`src/hw/rtl/wcsu_pkg.sv`:
```
// wcsu_pkg: shared widths, codes, sequencer states and memory control struct
// for the wolff cluster spin update core. No dependencies.
package wcsu_pkg;

	// lattice side used when the top level is not overridden
	localparam int SIDE_DEFAULT = 256;

	// field widths of the item and result channels
	localparam int CMD_W    = 2;
	localparam int COORD_W  = 8;
	localparam int RAND_W   = 16;
	localparam int THR_W    = 17;
	localparam int STATUS_W = 2;
	localparam int COUNT_W  = 17;
	localparam int MAG_W    = 18;

	// configuration port
	localparam int CFG_AW = 3;
	localparam int CFG_DW = 32;
	localparam int REG_BOND_THRESHOLD = 0;

	// neighbours tested per grow step
	localparam int NBR_COUNT = 4;

	typedef enum logic [CMD_W-1:0] {
		CMD_WRITE_SPIN  = 2'd0,
		CMD_START       = 2'd1,
		CMD_GROW        = 2'd2,
		CMD_READ_STATUS = 2'd3
	} cmd_t;

	typedef enum logic [STATUS_W-1:0] {
		STAT_ACCEPTED    = 2'd0,
		STAT_FINISHED    = 2'd1,
		STAT_REJECTED    = 2'd2,
		STAT_IDLE_REPORT = 2'd3
	} status_t;

	typedef enum logic [3:0] {
		S_CLEAR,
		S_IDLE,
		S_SPIN_RD,
		S_SPIN_EXEC,
		S_HEAD_RD,
		S_HEAD_LATCH,
		S_NBR,
		S_GROW_CHK,
		S_FLIP,
		S_RESULT
	} seq_state_t;

	// strobes from the sequencer to the lattice stores
	typedef struct packed {
		logic site_re;
		logic queue_re;
		logic spin_we;
		logic spin_wbit;
		logic mark_we;
		logic mark_wbit;
		logic queue_we;
	} mem_ctl_t;

endpackage

```
`src/hw/rtl/wcsu_cfg.sv`:
```
// wcsu_cfg: apb-style register holding the bond threshold.
// Depends on wcsu_pkg.
module wcsu_cfg (
	input  logic                       clk,
	input  logic                       arst_n,
	input  logic                       psel,
	input  logic                       penable,
	input  logic                       pwrite,
	input  logic [wcsu_pkg::CFG_AW-1:0] paddr,
	input  logic [wcsu_pkg::CFG_DW-1:0] pwdata,
	output logic [wcsu_pkg::CFG_DW-1:0] prdata,
	output logic                       pready,
	output logic [wcsu_pkg::THR_W-1:0]  bond_threshold
);
	import wcsu_pkg::*;

	logic                 hit;
	logic [THR_W-1:0]     thr_q;

	// register index is the word address
	assign hit    = (paddr[CFG_AW-1:2] == 1'(REG_BOND_THRESHOLD));
	assign pready = 1'b1;

	// write on the access phase
	always_ff @(posedge clk or negedge arst_n) begin
		if (!arst_n) begin
			thr_q <= '0;
		end else if (psel && penable && pwrite && hit) begin
			thr_q <= pwdata[THR_W-1:0];
		end
	end

	// read back
	always_comb begin
		prdata = '0;
		if (hit) begin
			prdata = CFG_DW'(thr_q);
		end
	end

	assign bond_threshold = thr_q;

endmodule

```
`config.mk`:
```
export PLATFORM = sky130hd
export DESIGN_NAME = wcsu_cfg
export DESIGN_NICKNAME = d
export VERILOG_FILES = /design/src/hw/rtl/wcsu_pkg.sv /design/src/hw/rtl/wcsu_cfg.sv
export SDC_FILE = /design/constraint.sdc
export NUM_CORES = 1
export LEC_CHECK = 0
export BUFFER_PORTS_ARGS = -buffer_cell sky130_fd_sc_hd__buf_2
export CORE_MARGIN = 8
export CORE_UTILIZATION = 32
export CTS_BUF_LIST = sky130_fd_sc_hd__clkbuf_4 sky130_fd_sc_hd__clkbuf_8 sky130_fd_sc_hd__clkbuf_16
export CTS_CLUSTER_DIAMETER = 120
export DETAILED_ROUTE_END_ITERATION = 16
export GPL_TIMING_DRIVEN = 0
export HOLD_SLACK_MARGIN = 0.15
export PLACE_DENSITY = 0.82
export SYNTH_ARGS = -nofsm -noshare
export SYNTH_HDL_FRONTEND = slang
export SYNTH_SLANG_ARGS = --single-unit
export TNS_END_PERCENT = 50
```
`constraint.sdc`:
```
create_clock -name clk -period 0.8 [get_ports clk]
set_clock_uncertainty 0.1 [all_clocks]
set_input_delay 0.04 -clock clk [delete_from_list [all_inputs] [get_ports clk]]
set_output_delay 0.04 -clock clk [all_outputs]
set_load 0.02 [all_outputs]
```
# Word level (Yosys, flattened, before mapping)
# Cells that the tools add are included.
# totals
reg_bits,17
output_inout_bits,50
# op_classes
reduce_logical,3
n_bitwise,1
n_mux,1
# ops
operator,count
$mux 17,1
$logic_and 1x1->1,3
$not 1->1,1

# Depth between registers and ports, before layout
# logic_depth
ltp_word,3
depth_mapped,3

# Worst setup path before layout
# No wires, ideal clock.
# synth_path
path_kind,input to register
startpoint,input paddr[2] (netlist bit)
endpoint,"register thr_q[10], in the netlist bond_threshold[10]"
cell_stages,3
slack_ps,-156
t_arrival_ps,731
cell_sequence,nand4b_4 > buf_6 > mux2_4
# synth_via
elab_chain_len,2
# synth_rtl
element,line_no,text
"start, declared",wcsu_cfg.sv:9,"input logic [wcsu_pkg::CFG_AW-1:0] paddr,"
$not 1->1,wcsu_cfg.sv:21,assign hit = (paddr[CFG_AW-1:2] == 1'(REG_BOND_THRESHOLD));
$logic_and 1x1->1,wcsu_cfg.sv:28,end else if (psel && penable && pwrite && hit) begin
"end signal, assigned",wcsu_cfg.sv:29,thr_q <= pwdata[THR_W-1:0];
"end, declared",wcsu_cfg.sv:18,logic [THR_W-1:0] thr_q;
# Every way passes these cells.
# A chain may end at the register's enable or synchronous reset.

# Worst setup path in the final report
# layout_path
startpoint,"register thr_q[0], in the netlist bond_threshold[0]"
endpoint,output prdata[0] (netlist bit)
# layout_via
elab_chain_len,1
# layout_rtl
element,line_no,text
$mux 17,wcsu_cfg.sv:36,if (hit) begin
"end, declared",wcsu_cfg.sv:11,"output logic [wcsu_pkg::CFG_DW-1:0] prdata,"
# Every way passes these cells.

==> summary.txt <==
Critical path
  – Logic depth of the worst path, buffers included: 2
  – Max Fanout on Critical Path: 3
  – Sum of buffers and inverters on the critical path: 1
  – Slowest stage cell, crit path: sky130_fd_sc_hd__dfrtp_1
  – Number of cell instances on the worst register-to-register path: 3
  – Register-to-register setup slack: -290 ps
  – Kind of capture point of the worst setup path: primary output
  – Cell family contributing the most delay on the critical path: flip-flops
  – Worst setup startpoint: bond_threshold[0]$_DFFE_PN0P_
  – Worst Setup Path Type: reg -> out
  – Worst EP arrival: 990 ps
  – Required time reported for the critical path endpoint: 660 ps
  – Endpoint of the worst register-to-register path: bond_threshold[8]$_DFFE_PN0P_
  – Critical Path, Cell by Cell: and2b_1 > buf_6
  – Stage delay of the slowest cell on the critical path: 410 ps
  – End point of the critical path: prdata[0]
  – Worst flop-to-flop path startpoint: bond_threshold[8]$_DFFE_PN0P_
  – Crit start category: flop

Pwr
  – Lkg Pwr: 0.996 nW
  – Share of total power in sequential cells: 0.322
  – Switching fraction of total power: 0.340
  – Switching power total: 1.27 mW
  – Part of the total power dissipated in the clock network: 0.129
  – Combinational share of power: 0.550
  – Maximum resistive drop on vdd: 1630 uV
  – Cell internal pwr: 2.47 mW
  – Power density of the placed cells: 2130 nW/um^2

Timing
  – Part of the cycle the worst path needs: 1.41
  – Count of endpoints failing setup in the final report: 51
  – Number of hold-slack violations in the final timing report: 17
  – Top achievable clock speed: 0.884 GHz
  – Summed negative setup slack over all endpoints: -11840 ps
  – Min Clock Period, post-route: 1130 ps
  – RSZ-0062 raised after global routing: yes
  – Hold slack: -116 ps
  – Final Slew Violations: 0
  – Setup WS post-layout: -331 ps

Final layout
  – Fin area: 1760 sq um
  – Area Growth Syn to Fin: 87.8%
  – Final core occ: 0.637
  – Count of nets after finishing: 204
  – Non-filler cells in the finished layout: 194
  – Share of final-layout standard cells stronger than drive strength 1: 0.748
  – Flip-flop count of the largest register after layout: 17
  – Filler cell count: 209
  – Number of antenna cells inserted: 0

Yosys
  – Top cell type by total area after synthesis: sky130_fd_sc_hd__dfrtp_1
  – Mapped cell area: 936 sq um
  – Warnings from Yosys: 0
  – Post-synthesis sequential area ratio: 0.455
  – Cells after Synth: 72
  – FF+latch count, synth: 17
  – Syn_area_per_cell: 13.0 sq um
  – Share of Yosys cell area claimed by the top area cell type: 0.455
  – Post-synthesis cell type count: 10
  – Cells taking the most area after synthesis: sky130_fd_sc_hd__dfrtp_1 (45%), sky130_fd_sc_hd__mux2_4 (16%), sky130_fd_sc_hd__buf_4 (13%)

Die
  – Core Area: 2760 sq um
  – Boundary pin count: 90
  – Initial standard-cell utilization of the core: 0.339
  – Horiz. Die Dim: 70.1 um
  – Die area: 4910 sq um
  – Vertical die dimension: 70.1 um
  – Row count: 19

Drt
  – Routed len/inst: 15.2 um
  – Via-per-instance ratio: 4.08
  – Wire length the detailed router placed on met1: 1.05 mm
  – Final wirelength: 2.96 mm
  – ANT nets after route: 0
  – Max layer used: met3
  – Routed wl met3: 230 um
  – Initial detailed-routing violation count: 16
  – First drt pass iteration count: 4
  – Wire length on met2: 1.67 mm
  – Vias after detailed routing: 791
  – DRC Markers: 0

Global routing
  – Maximum number of pins on one net before global-route repair: 18
  – Global Route Usage Sum: 0.113
  – First-pass GRT wire length: 4.60 mm
  – Global route overflow: 0
  – Via count of the first global-routing pass: 892
  – Antenna violations before repair: 0

Placement
  – IO Port Bufs: 56
  – Post-placement cell count: 173
  – Placer Congestion: 0.696
  – Cell area reported after detailed placement: 1360 sq um
  – Dpl hpwl: 2.14 mm

Clock tree
  – Clock tree sinks: 17
  – Hold bufs inserted after CTS: 1
  – Clock buffer depth: 2
  – CTS tree: built
  – Clk slew on worst S/H paths: 100 ps
  – Total clock buffers created by CTS: 3
  – Root buffer cell: sky130_fd_sc_hd__clkbuf_4
  – H-tree levels: 1
  – Clock network latency to the later pin of the worst-skew pair: 280 ps

Status
  – Result of the run: finished, violations left
  – Violated checks: negative hold slack, negative setup slack

Worst hold path
  – Hold crit path type: in -> reg

Flow run
  – # Max-Cap Violations: 0
-- through the flow --
| step | hold slack [ps] | worst slack [ps] | total power [mW] |
|---|---|---|---|
| 4_1_cts | -130 | -347 | 3.46 |
| 3_5_place_dp | -111 | -458 | 2.59 |
| 3_3_place_gp | -122 | -413 | 2.54 |
| 6_report | -116 | -331 | 3.74 |
| 2_1_floorplan | -356 | -156 | 2.12 |
| 5_1_grt | -144 | -384 | 3.96 |
-- layer usage --
metal	up-vias	global-route usage
li1	385	-
met1	367	0.118
met2	39	0.207
met3	0	0.0438
met4	0	0.0268
met5	-	0
-- cell usage in the layout, fill, tap and decap left out, types with 4 or more instances in the layout --
cell and count:
sky130_fd_sc_hd__clkbuf_4 4, sky130_fd_sc_hd__and2b_1 7, sky130_fd_sc_hd__buf_2 27, sky130_fd_sc_hd__conb_1 16, sky130_fd_sc_hd__nor2b_4 9, sky130_fd_sc_hd__mux2_4 11
sky130_fd_sc_hd__buf_4 29, sky130_fd_sc_hd__mux2_2 6, sky130_fd_sc_hd__buf_6 32, sky130_fd_sc_hd__dfrtp_1 16
-- area by class of cell --
type | instances | area, sq um | area share
Timing Repair Buffer | 73 | 618 | 0.352
Multi-Input combinational cell | 51 | 499 | 0.284
Sequential cell | 17 | 427 | 0.243
Buffer | 18 | 145 | 0.0826
Tap cell | 31 | 38.8 | 0.0221
Clock buffer | 4 | 30.0 | 0.0171
-- cell families after synthesis --
| logic type | count (synthesis) | share of synthesized area |
|---|---|---|
| other | 2 | 0.00802 |
| AND/OR/NAND/NOR | 18 | 0.148 |
| multiplexers | 17 | 0.245 |
| flip-flops | 17 | 0.455 |
| buffers and inverters | 18 | 0.144 |
-- power groups by stage --
stage	Clock (mW)	Sequential [mW]	Combinational [mW]
floorplan	0	1.43	0.695
global placement	0	1.18	1.36
detailed placement	0	1.21	1.38
CTS	0.518	1.19	1.75
global route	0.561	1.23	2.17
finish	0.481	1.20	2.05
-- what timing repair did --
item	4_1_cts	5_1_grt
endpoints found under the setup margin	51	51
hold endpoints to repair	34	34
resized for setup	40	34
setup buffers	9	7
-- worst min-delay path by stage --
| stage | startpoint | end | slack [ps] | depth (start not counted) |
|---|---|---|---|---|
| after global placement | arst_n | bond_threshold[5]$_DFFE_PN0P_ | -120 | 1 |
| after floorplan | arst_n | bond_threshold[0]$_DFFE_PN0P_ | -360 | 0 |
| after CTS | pwdata[15] | bond_threshold[15]$_DFFE_PN0P_ | -130 | 2 |
| after global routing | pwdata[15] | bond_threshold[15]$_DFFE_PN0P_ | -140 | 2 |
| after detailed placement | arst_n | bond_threshold[5]$_DFFE_PN0P_ | -110 | 1 |
| final | pwdata[16] | bond_threshold[16]$_DFFE_PN0P_ | -120 | 2 |
-- synth_stat cells (all sizes together) --
cell type,number
clkbuf,1
and2b,7
nor2b,10
dfrtp,17
mux2,17
conb,2
nand4b,1
buf,17
Note: power is estimated with default switching activity, not from simulation.
