File: config.mk
export PLATFORM = sky130hd
export DESIGN_NAME = wcsu_ctrl_flat
export DESIGN_NICKNAME = d
export VERILOG_FILES = /design/src/hw/rtl/wcsu_pkg.sv /design/src/hw/rtl/wcsu_stream_if.sv /design/src/hw/rtl/wcsu_ctrl.sv /design/src/flat_wrapper.sv
export SDC_FILE = /design/constraint.sdc
export NUM_CORES = 1
export LEC_CHECK = 0
export BUFFER_PORTS_ARGS = -buffer_cell sky130_fd_sc_hd__buf_2
export CORE_MARGIN = 2
export CORE_UTILIZATION = 61
export CTS_CLUSTER_SIZE = 25
export DETAILED_ROUTE_END_ITERATION = 12
export PLACE_DENSITY_LB_ADDON = 0.08
export SLEW_MARGIN = 20
export SYNTH_ARGS = -nofsm -noshare
export SYNTH_HDL_FRONTEND = slang
export SYNTH_SLANG_ARGS = --single-unit
File: constraint.sdc
create_clock -name clk -period 5.7 [get_ports clk]
set_input_delay 0.855 -clock clk [delete_from_list [all_inputs] [get_ports clk]]
set_output_delay 0.855 -clock clk [all_outputs]
set_load 0.05 [all_outputs]
File: src/hw/rtl/wcsu_pkg.sv
// wcsu_pkg: shared widths, codes, sequencer states and memory control struct
// for the wolff cluster spin update core. No dependencies.
package wcsu_pkg;

	// lattice side used when the top level is not overridden
	localparam int SIDE_DEFAULT = 256;

	// field widths of the item and result channels
	localparam int CMD_W    = 2;
	localparam int COORD_W  = 8;
	localparam int RAND_W   = 16;
	localparam int THR_W    = 17;
	localparam int STATUS_W = 2;
	localparam int COUNT_W  = 17;
	localparam int MAG_W    = 18;

	// configuration port
	localparam int CFG_AW = 3;
	localparam int CFG_DW = 32;
	localparam int REG_BOND_THRESHOLD = 0;

	// neighbours tested per grow step
	localparam int NBR_COUNT = 4;

	typedef enum logic [CMD_W-1:0] {
		CMD_WRITE_SPIN  = 2'd0,
		CMD_START       = 2'd1,
		CMD_GROW        = 2'd2,
		CMD_READ_STATUS = 2'd3
	} cmd_t;

	typedef enum logic [STATUS_W-1:0] {
		STAT_ACCEPTED    = 2'd0,
		STAT_FINISHED    = 2'd1,
		STAT_REJECTED    = 2'd2,
		STAT_IDLE_REPORT = 2'd3
	} status_t;

	typedef enum logic [3:0] {
		S_CLEAR,
		S_IDLE,
		S_SPIN_RD,
		S_SPIN_EXEC,
		S_HEAD_RD,
		S_HEAD_LATCH,
		S_NBR,
		S_GROW_CHK,
		S_FLIP,
		S_RESULT
	} seq_state_t;

	// strobes from the sequencer to the lattice stores
	typedef struct packed {
		logic site_re;
		logic queue_re;
		logic spin_we;
		logic spin_wbit;
		logic mark_we;
		logic mark_wbit;
		logic queue_we;
	} mem_ctl_t;

endpackage

File: src/hw/rtl/wcsu_stream_if.sv
// wcsu_item_if and wcsu_result_if: valid/ready channels of the core, each
// carrying its payload fields. Depends on wcsu_pkg.
interface wcsu_item_if;
	import wcsu_pkg::*;

	logic               valid;
	logic               ready;
	logic [CMD_W-1:0]   cmd;
	logic [COORD_W-1:0] row;
	logic [COORD_W-1:0] col;
	logic               spin_up;
	logic [RAND_W-1:0]  rand_row_next;
	logic [RAND_W-1:0]  rand_row_prev;
	logic [RAND_W-1:0]  rand_col_next;
	logic [RAND_W-1:0]  rand_col_prev;

	modport source (
		output valid, cmd, row, col, spin_up,
		output rand_row_next, rand_row_prev, rand_col_next, rand_col_prev,
		input  ready
	);
	modport sink (
		input  valid, cmd, row, col, spin_up,
		input  rand_row_next, rand_row_prev, rand_col_next, rand_col_prev,
		output ready
	);
endinterface

interface wcsu_result_if;
	import wcsu_pkg::*;

	logic                    valid;
	logic                    ready;
	logic [STATUS_W-1:0]     status;
	logic [COUNT_W-1:0]      cluster_size;
	logic [COUNT_W-1:0]      pending_sites;
	logic signed [MAG_W-1:0] magnetization;

	modport source (
		output valid, status, cluster_size, pending_sites, magnetization,
		input  ready
	);
	modport sink (
		input  valid, status, cluster_size, pending_sites, magnetization,
		output ready
	);
endinterface

File: src/hw/rtl/wcsu_ctrl.sv
// wcsu_ctrl: command sequencer with the shared bond test, fifo pointers,
// magnetization counter and result register. Depends on wcsu_pkg and the
// channel interfaces.
module wcsu_ctrl #(
	parameter int SIDE = wcsu_pkg::SIDE_DEFAULT
) (
	input  logic                      clk,
	input  logic                      arst_n,
	wcsu_item_if.sink                 items,
	wcsu_result_if.source             results,
	input  logic [wcsu_pkg::THR_W-1:0] bond_threshold,
	output wcsu_pkg::mem_ctl_t        mem_ctl,
	output logic [2*$clog2(SIDE)-1:0] site_raddr,
	output logic [2*$clog2(SIDE)-1:0] site_waddr,
	output logic [$clog2(SIDE*SIDE)-1:0] queue_raddr,
	output logic [$clog2(SIDE*SIDE)-1:0] queue_waddr,
	output logic [2*$clog2(SIDE)-1:0] queue_wdata,
	input  logic                      spin_rdata,
	input  logic                      mark_rdata,
	input  logic [2*$clog2(SIDE)-1:0] queue_rdata
);
	import wcsu_pkg::*;

	localparam int RW     = $clog2(SIDE);
	localparam int AW     = 2 * RW;
	localparam int SITES  = SIDE * SIDE;
	localparam int QW     = $clog2(SITES);
	localparam int CW     = $clog2(SITES + 1);
	localparam int MW     = CW + 1;
	localparam int KW     = $clog2(NBR_COUNT + 1);
	localparam int WRAP_W = $clog2(SIDE + 1) + COORD_W;
	localparam logic signed [MW-1:0] MAG_INIT = MW'(-SITES);
	localparam logic signed [MW-1:0] SPIN_STEP = MW'(2);

	seq_state_t state_q, state_d;

	cmd_t                   cmd_q;
	logic [RW-1:0]          row_q, col_q;
	logic                   up_q;
	logic [RAND_W-1:0]      rand_q [NBR_COUNT];
	status_t                status_q;
	logic [CW-1:0]          head_q, tail_q, walk_q;
	logic                   building_q, cluster_spin_q;
	logic signed [MW-1:0]   total_q;
	logic [AW-1:0]          clr_q;
	logic [KW-1:0]          k_q;
	logic [RW-1:0]          cur_row_q, cur_col_q;
	logic                   nbr_v_s1, flip_v_s1;
	logic [AW-1:0]          nbr_addr_s1;
	logic [RAND_W-1:0]      nbr_rand_s1;
	logic                   out_valid_q;
	status_t                out_status_q;
	logic [COUNT_W-1:0]     out_size_q, out_pending_q;
	logic signed [MAG_W-1:0] out_mag_q;

	logic [AW-1:0] site;
	logic [AW-1:0] nbr_addr;
	logic          nbr_issue, nbr_join, walk_issue, slot_free, grow_ok;

	// reduce an input coordinate modulo the side, one conditional subtract per bit
	function automatic logic [RW-1:0] wrap_coord(input logic [COORD_W-1:0] v);
		logic [WRAP_W-1:0] acc;
		acc = WRAP_W'(v);
		for (int k = COORD_W - 1; k >= 0; k--) begin
			if (acc >= (WRAP_W'(SIDE) << k)) begin
				acc = acc - (WRAP_W'(SIDE) << k);
			end
		end
		return RW'(acc);
	endfunction

	function automatic logic [RW-1:0] inc_wrap(input logic [RW-1:0] v);
		return (v == RW'(SIDE - 1)) ? '0 : v + 1'b1;
	endfunction

	function automatic logic [RW-1:0] dec_wrap(input logic [RW-1:0] v);
		return (v == '0) ? RW'(SIDE - 1) : v - 1'b1;
	endfunction

	assign site        = {row_q, col_q};
	assign items.ready = (state_q == S_IDLE);
	assign slot_free   = !out_valid_q || results.ready;
	assign grow_ok     = building_q && (head_q < tail_q);
	assign nbr_issue   = (state_q == S_NBR) && (k_q < KW'(NBR_COUNT));
	assign walk_issue  = (state_q == S_FLIP) && (walk_q < tail_q);

	// neighbour address in test order: row+1, row-1, col+1, col-1
	always_comb begin
		unique case (k_q[1:0])
			2'd0:    nbr_addr = {inc_wrap(cur_row_q), cur_col_q};
			2'd1:    nbr_addr = {dec_wrap(cur_row_q), cur_col_q};
			2'd2:    nbr_addr = {cur_row_q, inc_wrap(cur_col_q)};
			default: nbr_addr = {cur_row_q, dec_wrap(cur_col_q)};
		endcase
	end

	// shared bond test on the neighbour read back this cycle
	assign nbr_join = (state_q == S_NBR) && nbr_v_s1 && (spin_rdata == cluster_spin_q) &&
		!mark_rdata && ({1'b0, nbr_rand_s1} < bond_threshold) && (tail_q < CW'(SITES));

	// next state
	always_comb begin
		state_d = state_q;
		unique case (state_q)
			S_CLEAR: begin
				if (clr_q == {AW{1'b1}}) state_d = S_IDLE;
			end
			S_IDLE: begin
				if (items.valid) begin
					unique case (cmd_t'(items.cmd))
						CMD_WRITE_SPIN, CMD_START: state_d = building_q ? S_RESULT : S_SPIN_RD;
						CMD_GROW:                  state_d = grow_ok ? S_HEAD_RD : S_RESULT;
						default:                   state_d = S_RESULT;
					endcase
				end
			end
			S_SPIN_RD:    state_d = S_SPIN_EXEC;
			S_SPIN_EXEC:  state_d = S_RESULT;
			S_HEAD_RD:    state_d = S_HEAD_LATCH;
			S_HEAD_LATCH: state_d = S_NBR;
			S_NBR: begin
				if (k_q == KW'(NBR_COUNT)) state_d = S_GROW_CHK;
			end
			S_GROW_CHK:   state_d = (head_q >= tail_q) ? S_FLIP : S_RESULT;
			S_FLIP: begin
				if (!walk_issue && !flip_v_s1) state_d = S_RESULT;
			end
			S_RESULT: begin
				if (slot_free) state_d = S_IDLE;
			end
			default:      state_d = S_CLEAR;
		endcase
	end

	// memory strobes and addresses
	always_comb begin
		mem_ctl     = '0;
		site_raddr  = site;
		site_waddr  = site;
		queue_raddr = head_q[QW-1:0];
		queue_waddr = tail_q[QW-1:0];
		queue_wdata = site;
		unique case (state_q)
			S_CLEAR: begin
				mem_ctl.spin_we = 1'b1;
				mem_ctl.mark_we = 1'b1;
				site_waddr      = clr_q;
			end
			S_SPIN_RD: begin
				mem_ctl.site_re = 1'b1;
			end
			S_SPIN_EXEC: begin
				if (cmd_q == CMD_WRITE_SPIN) begin
					mem_ctl.spin_we   = (spin_rdata != up_q);
					mem_ctl.spin_wbit = up_q;
				end else begin
					mem_ctl.mark_we   = 1'b1;
					mem_ctl.mark_wbit = 1'b1;
					mem_ctl.queue_we  = 1'b1;
					queue_waddr       = '0;
				end
			end
			S_HEAD_RD: begin
				mem_ctl.queue_re = 1'b1;
			end
			S_NBR: begin
				mem_ctl.site_re   = nbr_issue;
				site_raddr        = nbr_addr;
				mem_ctl.mark_we   = nbr_join;
				mem_ctl.mark_wbit = 1'b1;
				mem_ctl.queue_we  = nbr_join;
				site_waddr        = nbr_addr_s1;
				queue_wdata       = nbr_addr_s1;
			end
			S_FLIP: begin
				mem_ctl.queue_re  = walk_issue;
				queue_raddr       = walk_q[QW-1:0];
				mem_ctl.spin_we   = flip_v_s1;
				mem_ctl.spin_wbit = !cluster_spin_q;
				mem_ctl.mark_we   = flip_v_s1;
				site_waddr        = queue_rdata;
			end
			default: begin
			end
		endcase
	end

	// state, pointers and counters
	always_ff @(posedge clk or negedge arst_n) begin
		if (!arst_n) begin
			state_q        <= S_CLEAR;
			clr_q          <= '0;
			head_q         <= '0;
			tail_q         <= '0;
			walk_q         <= '0;
			k_q            <= '0;
			building_q     <= 1'b0;
			cluster_spin_q <= 1'b0;
			total_q        <= MAG_INIT;
			nbr_v_s1       <= 1'b0;
			flip_v_s1      <= 1'b0;
			status_q       <= STAT_ACCEPTED;
			out_valid_q    <= 1'b0;
		end else begin
			state_q   <= state_d;
			nbr_v_s1  <= nbr_issue;
			flip_v_s1 <= walk_issue;
			// result valid: set when the result register loads, cleared on its transfer
			if (state_q == S_RESULT && slot_free) begin
				out_valid_q <= 1'b1;
			end else if (results.ready) begin
				out_valid_q <= 1'b0;
			end
			unique case (state_q)
				S_CLEAR: begin
					clr_q <= clr_q + 1'b1;
				end
				S_IDLE: begin
					if (items.valid) begin
						unique case (cmd_t'(items.cmd))
							CMD_WRITE_SPIN, CMD_START: begin
								status_q <= building_q ? STAT_REJECTED : STAT_ACCEPTED;
							end
							CMD_GROW: begin
								status_q <= grow_ok ? STAT_ACCEPTED : STAT_REJECTED;
							end
							default: begin
								status_q <= building_q ? STAT_ACCEPTED : STAT_IDLE_REPORT;
							end
						endcase
					end
				end
				S_SPIN_EXEC: begin
					if (cmd_q == CMD_WRITE_SPIN) begin
						if (spin_rdata != up_q) begin
							total_q <= up_q ? total_q + SPIN_STEP : total_q - SPIN_STEP;
						end
					end else begin
						cluster_spin_q <= spin_rdata;
						head_q         <= '0;
						tail_q         <= CW'(1);
						building_q     <= 1'b1;
					end
				end
				S_HEAD_RD: begin
					head_q <= head_q + 1'b1;
				end
				S_HEAD_LATCH: begin
					k_q <= '0;
				end
				S_NBR: begin
					if (nbr_issue) k_q <= k_q + 1'b1;
					if (nbr_join) tail_q <= tail_q + 1'b1;
				end
				S_GROW_CHK: begin
					walk_q <= '0;
					if (head_q >= tail_q) status_q <= STAT_FINISHED;
				end
				S_FLIP: begin
					if (walk_issue) walk_q <= walk_q + 1'b1;
					if (flip_v_s1) begin
						total_q <= cluster_spin_q ? total_q - SPIN_STEP : total_q + SPIN_STEP;
					end
					if (!walk_issue && !flip_v_s1) building_q <= 1'b0;
				end
				default: begin
				end
			endcase
		end
	end

	// item payload, neighbour stage and result payload
	always_ff @(posedge clk) begin
		if (items.valid && items.ready) begin
			cmd_q     <= cmd_t'(items.cmd);
			row_q     <= wrap_coord(items.row);
			col_q     <= wrap_coord(items.col);
			up_q      <= items.spin_up;
			rand_q[0] <= items.rand_row_next;
			rand_q[1] <= items.rand_row_prev;
			rand_q[2] <= items.rand_col_next;
			rand_q[3] <= items.rand_col_prev;
		end
		if (state_q == S_HEAD_LATCH) begin
			cur_row_q <= queue_rdata[AW-1:RW];
			cur_col_q <= queue_rdata[RW-1:0];
		end
		if (nbr_issue) begin
			nbr_addr_s1 <= nbr_addr;
			nbr_rand_s1 <= rand_q[k_q[1:0]];
		end
		if (state_q == S_RESULT && slot_free) begin
			out_status_q  <= status_q;
			out_size_q    <= COUNT_W'(tail_q);
			out_pending_q <= COUNT_W'(tail_q - head_q);
			out_mag_q     <= MAG_W'(total_q);
		end
	end

	assign results.valid         = out_valid_q;
	assign results.status        = out_status_q;
	assign results.cluster_size  = out_size_q;
	assign results.pending_sites = out_pending_q;
	assign results.magnetization = out_mag_q;

endmodule

File: src/flat_wrapper.sv
// flat-port wrapper written by rule: the top's interface ports become plain ports
module wcsu_ctrl_flat import wcsu_pkg::*;
#(
	parameter int SIDE = wcsu_pkg::SIDE_DEFAULT
)
  (clk, arst_n, bond_threshold, mem_ctl, site_raddr, site_waddr, queue_raddr, queue_waddr, queue_wdata, spin_rdata, mark_rdata, queue_rdata, items_valid, items_cmd, items_row, items_col, items_spin_up, items_rand_row_next, items_rand_row_prev, items_rand_col_next, items_rand_col_prev, items_ready, results_valid, results_status, results_cluster_size, results_pending_sites, results_magnetization, results_ready);
  wcsu_item_if items_i ();
  wcsu_result_if results_i ();
  input  logic clk;
  input  logic arst_n;
  input  logic [wcsu_pkg::THR_W-1:0] bond_threshold;
  output wcsu_pkg::mem_ctl_t mem_ctl;
  output logic [2*$clog2(SIDE)-1:0] site_raddr;
  output logic [2*$clog2(SIDE)-1:0] site_waddr;
  output logic [$clog2(SIDE*SIDE)-1:0] queue_raddr;
  output logic [$clog2(SIDE*SIDE)-1:0] queue_waddr;
  output logic [2*$clog2(SIDE)-1:0] queue_wdata;
  input  logic spin_rdata;
  input  logic mark_rdata;
  input  logic [2*$clog2(SIDE)-1:0] queue_rdata;
  input wire logic [$bits(items_i.valid)-1:0] items_valid;
  input wire logic [$bits(items_i.cmd)-1:0] items_cmd;
  input wire logic [$bits(items_i.row)-1:0] items_row;
  input wire logic [$bits(items_i.col)-1:0] items_col;
  input wire logic [$bits(items_i.spin_up)-1:0] items_spin_up;
  input wire logic [$bits(items_i.rand_row_next)-1:0] items_rand_row_next;
  input wire logic [$bits(items_i.rand_row_prev)-1:0] items_rand_row_prev;
  input wire logic [$bits(items_i.rand_col_next)-1:0] items_rand_col_next;
  input wire logic [$bits(items_i.rand_col_prev)-1:0] items_rand_col_prev;
  output wire logic [$bits(items_i.ready)-1:0] items_ready;
  output wire logic [$bits(results_i.valid)-1:0] results_valid;
  output wire logic [$bits(results_i.status)-1:0] results_status;
  output wire logic [$bits(results_i.cluster_size)-1:0] results_cluster_size;
  output wire logic [$bits(results_i.pending_sites)-1:0] results_pending_sites;
  output wire logic [$bits(results_i.magnetization)-1:0] results_magnetization;
  input wire logic [$bits(results_i.ready)-1:0] results_ready;
  assign items_i.valid = items_valid;
  assign items_i.cmd = items_cmd;
  assign items_i.row = items_row;
  assign items_i.col = items_col;
  assign items_i.spin_up = items_spin_up;
  assign items_i.rand_row_next = items_rand_row_next;
  assign items_i.rand_row_prev = items_rand_row_prev;
  assign items_i.rand_col_next = items_rand_col_next;
  assign items_i.rand_col_prev = items_rand_col_prev;
  assign items_ready = items_i.ready;
  assign results_valid = results_i.valid;
  assign results_status = results_i.status;
  assign results_cluster_size = results_i.cluster_size;
  assign results_pending_sites = results_i.pending_sites;
  assign results_magnetization = results_i.magnetization;
  assign results_i.ready = results_ready;
  wcsu_ctrl #(.SIDE(SIDE)) u_core (.clk(clk), .arst_n(arst_n), .items(items_i), .results(results_i), .bond_threshold(bond_threshold), .mem_ctl(mem_ctl), .site_raddr(site_raddr), .site_waddr(site_waddr), .queue_raddr(queue_raddr), .queue_waddr(queue_waddr), .queue_wdata(queue_wdata), .spin_rdata(spin_rdata), .mark_rdata(mark_rdata), .queue_rdata(queue_rdata));
endmodule
After elaboration in Yosys (flattened, before gate mapping)
Memories as Yosys holds them, arrays and structs flattened. A register that Yosys moved wholly into a read port is not among the register bits.
Index checks and enable logic that the tools add are counted.

operators by class
  $add $sub $neg = 12
  magnitude comparators = 6
  eq/ne operators = 32
  muxes and demuxes = 58
  bitwise logic cells = 1
  reductions and logical operators = 40

operators by type and width
  cell                   number
  $pmux 17 s2            3
  $pmux 16 s3            2
  $mux 18                5
  $mux 16                5
  $mux 17                4
  $add 17x1->17 const B  3
  $pmux 4 s10            1
  $pmux 18 s2            1
  $lt 17x17->1           2
  $mux 8                 4
  $mux 4                 7
  $add 18x3->18 const B  1
  $ne 2x1->1 const B     9
  $sub 18x3->18 const B  1
  $ge 17x17->1           1
  $lt 16x17->1           1
  $lt 17x17->1 const B   1
  $sub 17x17->17         1
  $add 16x1->16 const B  1
  $add 8x1->8 const B    2
  $eq 16x16->1 const B   1
  $eq 4x3->1 const B     4
  $eq 8x8->1 const B     2
  $logic_not 8->1        2
  33 further kinds       85

word-level totals
  register bits = 204
  memory bits (writable) = 64
  input bits = 122
  output and inout bits = 143
  word-level logic and storage cells = 174
  memories = 1

memory list
  memory         words  width  read ports  clocked after memory_dff  wr ports  RTL line         source
  u_core.rand_q  4      16     1           1                         4         wcsu_ctrl.sv:40  logic [RAND_W-1:0] rand_q [NBR_COUNT];

Logic depth before layout (Yosys ltp)
Gate-level depths: netlist of the first run.

  word-level depth = 8
  mapped depth = 12
  mapped depth without buffers = 10

Worst setup path after synthesis of the first run
Ideal clock, no wire load.

  path kind = reg-to-output
  start point = register u_core.k_q[0]
  end point = output site_raddr[3]
  data arrival time = 3,026 ps
  slack = 1,819 ps
  stages on the path, launching flop included = 13
  cell sequence = dfrtp_1 clkbuf_1 clkbuf_1 inv_1 ha_1 or2_2 clkbuf_1 a21o_1 nor2b_1 a21oi_1 o22ai_1 a21oi_1 a21bo_2

between the ends
  longest elaborated chain between the ends = 3
  elaborated cells on any way between the ends = 5

ends and longest elaborated chain
  item                                RTL line            source
  start, declared                     wcsu_ctrl.sv:46     logic [KW-1:0] k_q;
  start signal, assigned              wcsu_ctrl.sv:252    if (nbr_issue) k_q <= k_q + 1'b1;
  $eq 2x2->1 (tied with other cells)  wcsu_ctrl.sv:89     unique case (k_q[1:0])
  $pmux 16 s3 (*)                     wcsu_ctrl.sv:89
  net u_core.nbr_addr[3]              wcsu_ctrl.sv:57     logic [AW-1:0] nbr_addr;
  $mux 16 (*)                         wcsu_ctrl.sv:143    unique case (state_q)
  end, declared                       flat_wrapper.sv:13  output logic [2*$clog2(SIDE)-1:0] site_raddr;

The timed path passes the listed nets; every way through them passes the cells marked *.

Final worst setup path of the first run
  start point = register u_core.k_q[1]
  end point = output site_raddr[3]

Same word-level chain as after synthesis.

==> results.toml, run 1 <==
[run_status]
status = "completed"

[run]
maxCapViolCount = 0

[critical_path]
r2r_slack_ps = 2430
regToRegStartpoint = "u_core.state_q[3]$_DFFE_PN0P_"
crit_type = "register to output port"
crit_chain = "inv_1 > ha_1 > or2_2 > a21o_1 > nor2b_1 > a21oi_1 > o22ai_1 > a21oi_1 > a21bo_2 > buf_2"
cp-endpoint = "site_raddr[3]"
worstPathArrival_ps = 3510
startpoint_type = "register"
cp-startpoint = "u_core.k_q[1]$_DFFE_PN0P_"
worstReg2RegEnd = "u_core.total_q[14]$_DFFE_PN0P_"
crit_top_cell = "a21oi_1"
rr_worst_depth = 8
cp_max_fo = 19
required_ps = 4850
endpoint_kind = "output port"
crit_path_max_incr_delay_ps = 910
critPathSlowestCell = "dfrtp_1"

[floorplan]
die_area_mm2 = 0.02497
die_w_um = 158.0
die_h_um = 158.0
start_util = 0.6183
pin_count = 265
row_count = 56
core-area_mm2 = 0.02340

[synthesis]
synthCells = 1321
syn_area_per_cell_um2 = 10.95
synth_flop_cell = "edfxtp_1"
synth_edf_count = 184
async_flop_share = 0.3475
netlist-cell-type-count = 73
synthTopCellsByArea = "edfxtp_1, dfrtp_1, ha_1"
synth_top_area_share = 0.3819
yosysSeqAreaShare = 0.5515
yosysTopAreaCell = "edfxtp_1"
synthesis.area_mm2 = 0.01447
ys_ff_latch = 282
yosysWarningCount = 0
synthesis.nets = 1508

[timing]
worst_pin_slew_ps = 933.8
clock_skew_ps = 12.25
hold_viol = 0
finalCriticalPeriod_ps = 4362
drv_slew = 0
timing.fmax_mhz = 229.3
min_period_over_period = 0.7652
rsz0062_at_grt = "no"
setup_viol = 0
tns_ps = 0
maxSlewHeadroom = 0.3752

[cells_and_area]
nFillCells = 1748
layout_common_cells = "buf_2, nand2_1, edfxtp_1"
multiInputGateArea_mm2 = 0.006001
final_common_cell = "buf_2"
stdcell_count = 1920
syn_to_final_growth_pct = 17.86
nNetsFinal = 1764
seqCellArea_mm2 = 0.007981
drive_gt1_frac = 0.2281

[place]
placement.io_buffers = 263
dp_hpwl_um = 25690
gp_congestion = 0.9091
place_inst = 1865

[route]
via_per_inst = 5.895
vias = 11319
wl_um = 35240
wl_per_cell_um = 18.35
ant_nets = 0
drt_iter0_drc = 896
drc = 0
first_pass_iters = 6

[power]
p_comb_frac = 0.019
peakVddDrop_v = 0.0002886
intPower_mw = 3.327
sw_frac_of_total = 0.1967
power.density_mw_per_mm2 = 242.8
power.total_mw = 4.141
clockPowerShare = 0.456
static-leakage-power_nw = 6.853
seq_power_share = 0.525
power_switching_uw = 814.4

[global_route]
grt_first_pass_wirelength_um = 55230
globalRouteTotalUtil = 0.2818
grt_pass1_vias = 10882
grt-ovfl-total = 0
grt_antenna_before_repair = 2
grt_max_degree = 61

[clocking]
root_buffer = "clkbuf_16"
cts_htree_levels = 1
clk_pin_slew_ps = 60
cts_made_buffers = 29
cts_max_path_buffers = 3
cts.repair_timing.setup_buffer_count = 0
clock-sinks = 282
post_cts_resized = 0
clkLatencyLatePin_ps = 550
hold_buffers = 0
tritoncts = "built"

[hold_path]
hp-class = "primary input to asynchronous set/reset pin"
## cell type report
type                       instances  area share
multi-input combinational        905      0.3519
clock buffer                      37     0.04432
tap                              319     0.02341
sequential                       282      0.4680
antenna                            1   0.0001467
timing repair buffer             275     0.08262
inverter                          84     0.01856
clock inverter                    17     0.01101
## cells by family (layout without fill, tap and decap cells)
| kind of cell | after synthesis | count (layout) | share of synthesized area |
|---|---|---|---|
| AOI/OAI and AO/OA | 263 | 263 | 0.1180 |
| xor gates and xnor gates | 69 | 69 | 0.04177 |
| adders and majority gates | 65 | 65 | 0.05673 |
| buffers and inverters | 134 | 413 | 0.03511 |
| DFF | 282 | 282 | 0.5515 |
| muxes | 42 | 42 | 0.04306 |
| other | 1 | 2 | 0.0002592 |
| and+or+nand+nor | 465 | 465 | 0.1535 |
## metal layers
| metal | global-route usage | wire length, um | up-vias |
|---|---|---|---|
| li1 | - | - | 5354 |
| met1 | 0.3670 | 14360 | 5442 |
| met2 | 0.4820 | 17220 | 453 |
| met4 | 0.09524 | 1128 | 0 |
| met3 | 0.04736 | 2532 | 70 |
| met5 | 0 | 0 | - |
## critical path: cells and delay by family, from the launching register on
kind / cells / cell delay [ps]
AOI/OAI and AO/OA: 5 / 720
adders and majority gates: 1 / 390
buffers and inverters: 2 / 410
DFF: 1 / 910
and+or+nand+nor: 2 / 530
## worst min path at each step
stage	from	end	slack, ps	depth (start not counted)
2_1_floorplan	u_core.total_q[11]$_DFFE_PN0P_	u_core.results.magnetization[11]$_DFFE_PP_	420	0
3_3_place_gp	u_core.status_q[1]$_DFFE_PN0P_	u_core.results.status[1]$_DFFE_PP_	430	0
3_5_place_dp	u_core.status_q[1]$_DFFE_PN0P_	u_core.results.status[1]$_DFFE_PP_	440	0
4_1_cts	arst_n	u_core.total_q[7]$_DFFE_PN0P_	360	1
5_1_grt	arst_n	u_core.total_q[7]$_DFFE_PN0P_	390	1
6_report	arst_n	u_core.total_q[10]$_DFFE_PN0P_	350	1
## state kept, by name (all words and copies together) (netlist names), 3 cells and up
name	cells
u_core.nbr_addr_s1	16
u_core.clr_q	16
u_core.tail_q	17
u_core.results.magnetization	17
u_core.rand_q	64
u_core.total_q	17
u_core.results.pending_sites	17
u_core.cur_col_q	8
u_core.k_q	3
u_core.results.cluster_size	17
u_core.row_q	8
u_core.head_q	17
u_core.walk_q	17
u_core.cur_row_q	8
u_core.nbr_rand_s1	16
u_core.col_q	8
u_core.state_q	4
## stage by stage
| stage | hold slack [ps] | setup WS (ps) | utilization | instance area (um2) |
|---|---|---|---|---|
| after global placement | 432.5 | 1818 | 0.6881 | 16100 |
| after CTS | 358.9 | 1315 | 0.7284 | 17050 |
| after detailed placement | 441.9 | 1757 | 0.6881 | 16100 |
| final | 347.3 | 1338 | 0.7287 | 17050 |
| after floorplan | 423.1 | 1819 | - | 14470 |
| after global routing | 394.6 | 1148 | 0.7286 | 17050 |
## power by group through the flow
stage / logic (mW) / registers, mW / clock network, mW
global placement: 0.0760 / 2.21 / 0
CTS: 0.0792 / 2.17 / 1.92
finish: 0.0777 / 2.17 / 1.89
floorplan: 0.0159 / 2.22 / 0
detailed placement: 0.0787 / 2.21 / 0
global route: 0.0876 / 2.17 / 1.99
## synthesized netlist by cell type, types with 4 or more instances
cell type / number
nor3_1: 21
and3_1: 15
ha_1: 64
a21oi_1: 60
o31ai_1: 12
buf_1: 4
nand4_1: 18
o211ai_1: 21
nor2b_1: 8
a22oi_1: 5
edfxtp_1: 184
inv_1: 84
mux4_2: 16
nor4_1: 12
or3_1: 17
a31oi_1: 4
a221oi_1: 6
clkbuf_1: 44
xor2_1: 18
nand3_1: 46
nand2b_1: 10
and2_1: 5
o22ai_1: 9
a21o_1: 14
o2111ai_1: 9
dfrtp_1: 96
and4_1: 5
mux2i_1: 24
a21bo_2: 7
a211oi_1: 6
nor2_1: 94
xnor2_1: 51
o21ai_0: 69
nand2_1: 185
or4_1: 7
o21a_1: 9
No activity file was read; power rests on OpenSTA's default activity.
==> run 2: changes to the inputs <==
--- a/config.mk
+++ b/config.mk
@@ -7,7 +7,7 @@
 export LEC_CHECK = 0
 export BUFFER_PORTS_ARGS = -buffer_cell sky130_fd_sc_hd__buf_2
 export CORE_MARGIN = 2
-export CORE_UTILIZATION = 61
+export CORE_UTILIZATION = 51
 export CTS_CLUSTER_SIZE = 25
 export DETAILED_ROUTE_END_ITERATION = 12
 export PLACE_DENSITY_LB_ADDON = 0.08
==> constraint.sdc (replaced) <==
create_clock -name clk -period 3.62 [get_ports clk]
set_input_delay 0.543 -clock clk [delete_from_list [all_inputs] [get_ports clk]]
set_output_delay 0.543 -clock clk [all_outputs]
set_load 0.05 [all_outputs]
==> results.toml, run 2 (same netlist as run 1, synthesis figures left out) <==
[run_status]
status = "completed"

[power]
peakVddDrop_v = 0.0004800
power.density_mw_per_mm2 = 389.5
power_switching_mw = 1.307
sw_frac_of_total = 0.1918
intPower_mw = 5.505
static-leakage-power_nw = 7.029
seq_power_share = 0.502
p_comb_frac = 0.019
clockPowerShare = 0.479

[critical_path]
endpoint_kind = "output port"
crit_chain = "inv_1 > ha_1 > a21o_1 > a21oi_2 > nand3_1 > o31a_1 > or2_2 > nand2_1 > clkbuf_4"
rr_worst_depth = 10
worstPathArrival_ps = 2900
cp-startpoint = "u_core.tail_q[11]$_DFFE_PN0P_"
critPathSlowestCell = "dfrtp_1"
crit_path_max_incr_delay_ps = 410
critical_path.top_delay_family = "compound AO/OA/AOI/OAI gates"
startpoint_type = "register"
critPathBufInv = 2
cp_max_fo = 7
crit_type = "register to output port"
worst-path-stages = 9
required_ps = 3080
regToRegStartpoint = "u_core.tail_q[0]$_DFFE_PN0P_"

[route]
via_per_inst = 5.682
ant_nets = 0
first_pass_iters = 5
wl_per_cell_um = 18.24
vias = 11399
drt_iter0_drc = 1040
drc = 0
wl_um = 36590

[place]
gp_congestion = 0.8738
placement.io_buffers = 263
dp_hpwl_um = 26540

[timing]
finalCriticalPeriod_ps = 3447
setup_viol = 0
worst_pin_slew_ps = 1026
drv_slew = 0
maxSlewHeadroom = 0.3132
timing.fmax_mhz = 290.1
clock_skew_ps = 10.33
min_period_over_period = 0.9521
rsz0062_at_grt = "no"
hold_viol = 0
tns_ps = 0

[cells_and_area]
drive_gt1_frac = 0.2412
seqCellArea_mm2 = 0.007980
final_common_cell = "buf_2"
nNetsFinal = 1788
largest_reg_flops = 64
multiInputGateArea_mm2 = 0.006031
regMostFlops = "u_core.rand_q"
nFillCells = 2276
fin_util = 0.6277
syn_to_final_growth_pct = 20.85
layout_common_cells = "buf_2, nand2_1, edfxtp_1"

[global_route]
grt_antenna_before_repair = 4
grt_pass1_vias = 10689
grt_max_degree = 67
grt_first_pass_wirelength_um = 57030
grt-ovfl-total = 0
globalRouteTotalUtil = 0.2459

[clocking]
clkLatencyLatePin_ps = 550
clock-sinks = 282
cts_made_buffers = 30
clk_pin_slew_ps = 60
root_buffer = "clkbuf_16"
hold_buffers = 0
cts_htree_levels = 1
cts_max_path_buffers = 3
tritoncts = "built"

[floorplan]
pin_count = 265
die_w_um = 172.4
core-area_mm2 = 0.02786
row_count = 61
start_util = 0.5194
die_h_um = 172.4
die_area_mm2 = 0.02973

[hold_path]
hp-class = "primary input to asynchronous set/reset pin"

[run]
maxCapViolCount = 0
-- run 2: changes by cell type in the layout (fill, tap and decap cells not counted), moves of 2 or more --
| cell | previous run | this run |
|---|---|---|
| diode_2 | 1 | 3 |
| clkinv_2 | 9 | 3 |
| buf_12 | 0 | 2 |
| clkbuf_16 | 29 | 32 |
| buf_4 | 13 | 34 |
| clkbuf_8 | 0 | 3 |
| buf_2 | 262 | 260 |
-- run 2: worst paths after layout --
path	end	slack, ps
max in group asynchronous	u_core.clr_q[8]$_DFFE_PN0P_	2720
max reg2reg	u_core.results.pending_sites[16]$_DFFE_PP_	530
min in group clk	u_core.rand_q[0][15]$_DFFE_PP_	160
max	mem_ctl[5]	170
min reg2reg	u_core.results.status[1]$_DFFE_PP_	460
min	u_core.total_q[8]$_DFFE_PN0P_	90
-- run 2: per-stage QoR --
| stage | hold WS (ps) | cells | total power, mW | area [um2] | worst slack (ps) |
|---|---|---|---|---|---|
| after floorplan | 247.4 | 1321 | 3.513 | 14470 | 51.00 |
| after detailed placement | 445.9 | 1942 | 3.615 | 16340 | 264.7 |
| after global placement | 436.2 | 1942 | 3.614 | 16340 | 306.7 |
| after CTS | 118.2 | 1999 | 6.868 | 17430 | 1.087 |
| final | 90.43 | 2006 | 6.811 | 17490 | 173.2 |
| after global routing | 143.8 | 2004 | 6.998 | 17480 | 41.38 |
-- run 2: power groups by stage --
| stage | Sequential (mW) | Combinational, mW | Clock [mW] |
|---|---|---|---|
| 2_1_floorplan | 3.49 | 0.0251 | 0 |
| 3_3_place_gp | 3.49 | 0.127 | 0 |
| 3_5_place_dp | 3.49 | 0.128 | 0 |
| 6_report | 3.42 | 0.126 | 3.26 |
| 4_1_cts | 3.42 | 0.128 | 3.32 |
| 5_1_grt | 3.42 | 0.143 | 3.44 |
-- run 2: layout make-up --
cell class / count / area share
Inverter: 84 / 0.01825
Clock inverter: 12 / 0.01052
Antenna cell: 3 / 0.0004293
Sequential cell: 282 / 0.4564
Clock buffer: 44 / 0.05009
Multi-Input combinational cell: 905 / 0.3449
Timing Repair Buffer: 298 / 0.09238
Tap cell: 378 / 0.02705
-- run 2: worst reg2reg max path, delay by kind of cell (launching register included) --
family          cells  cell delay, ps
fa+ha+maj           2             450
simple gates        2             620
flops               1             410
buf+inv             1             200
compound gates      4            1060
xor+xnor            1             100
-- run 2: timing repair --
item	4_1_cts	5_1_grt
setup endpoints to repair	3	5
setup buffers	1	4
pin swaps	0	1
resized for setup	4	5
-- run 2: metal layers --
layer | track usage | vias up | part of all wire | wire length, um
met5 | 0 | - | 0.00036 | 13
met3 | 0.04211 | 62 | 0.066 | 2410
met4 | 0.05663 | 2 | 0.021 | 779
li1 | - | 5394 | - | -
met1 | 0.3508 | 5536 | 0.45 | 16340
met2 | 0.3955 | 405 | 0.47 | 17050
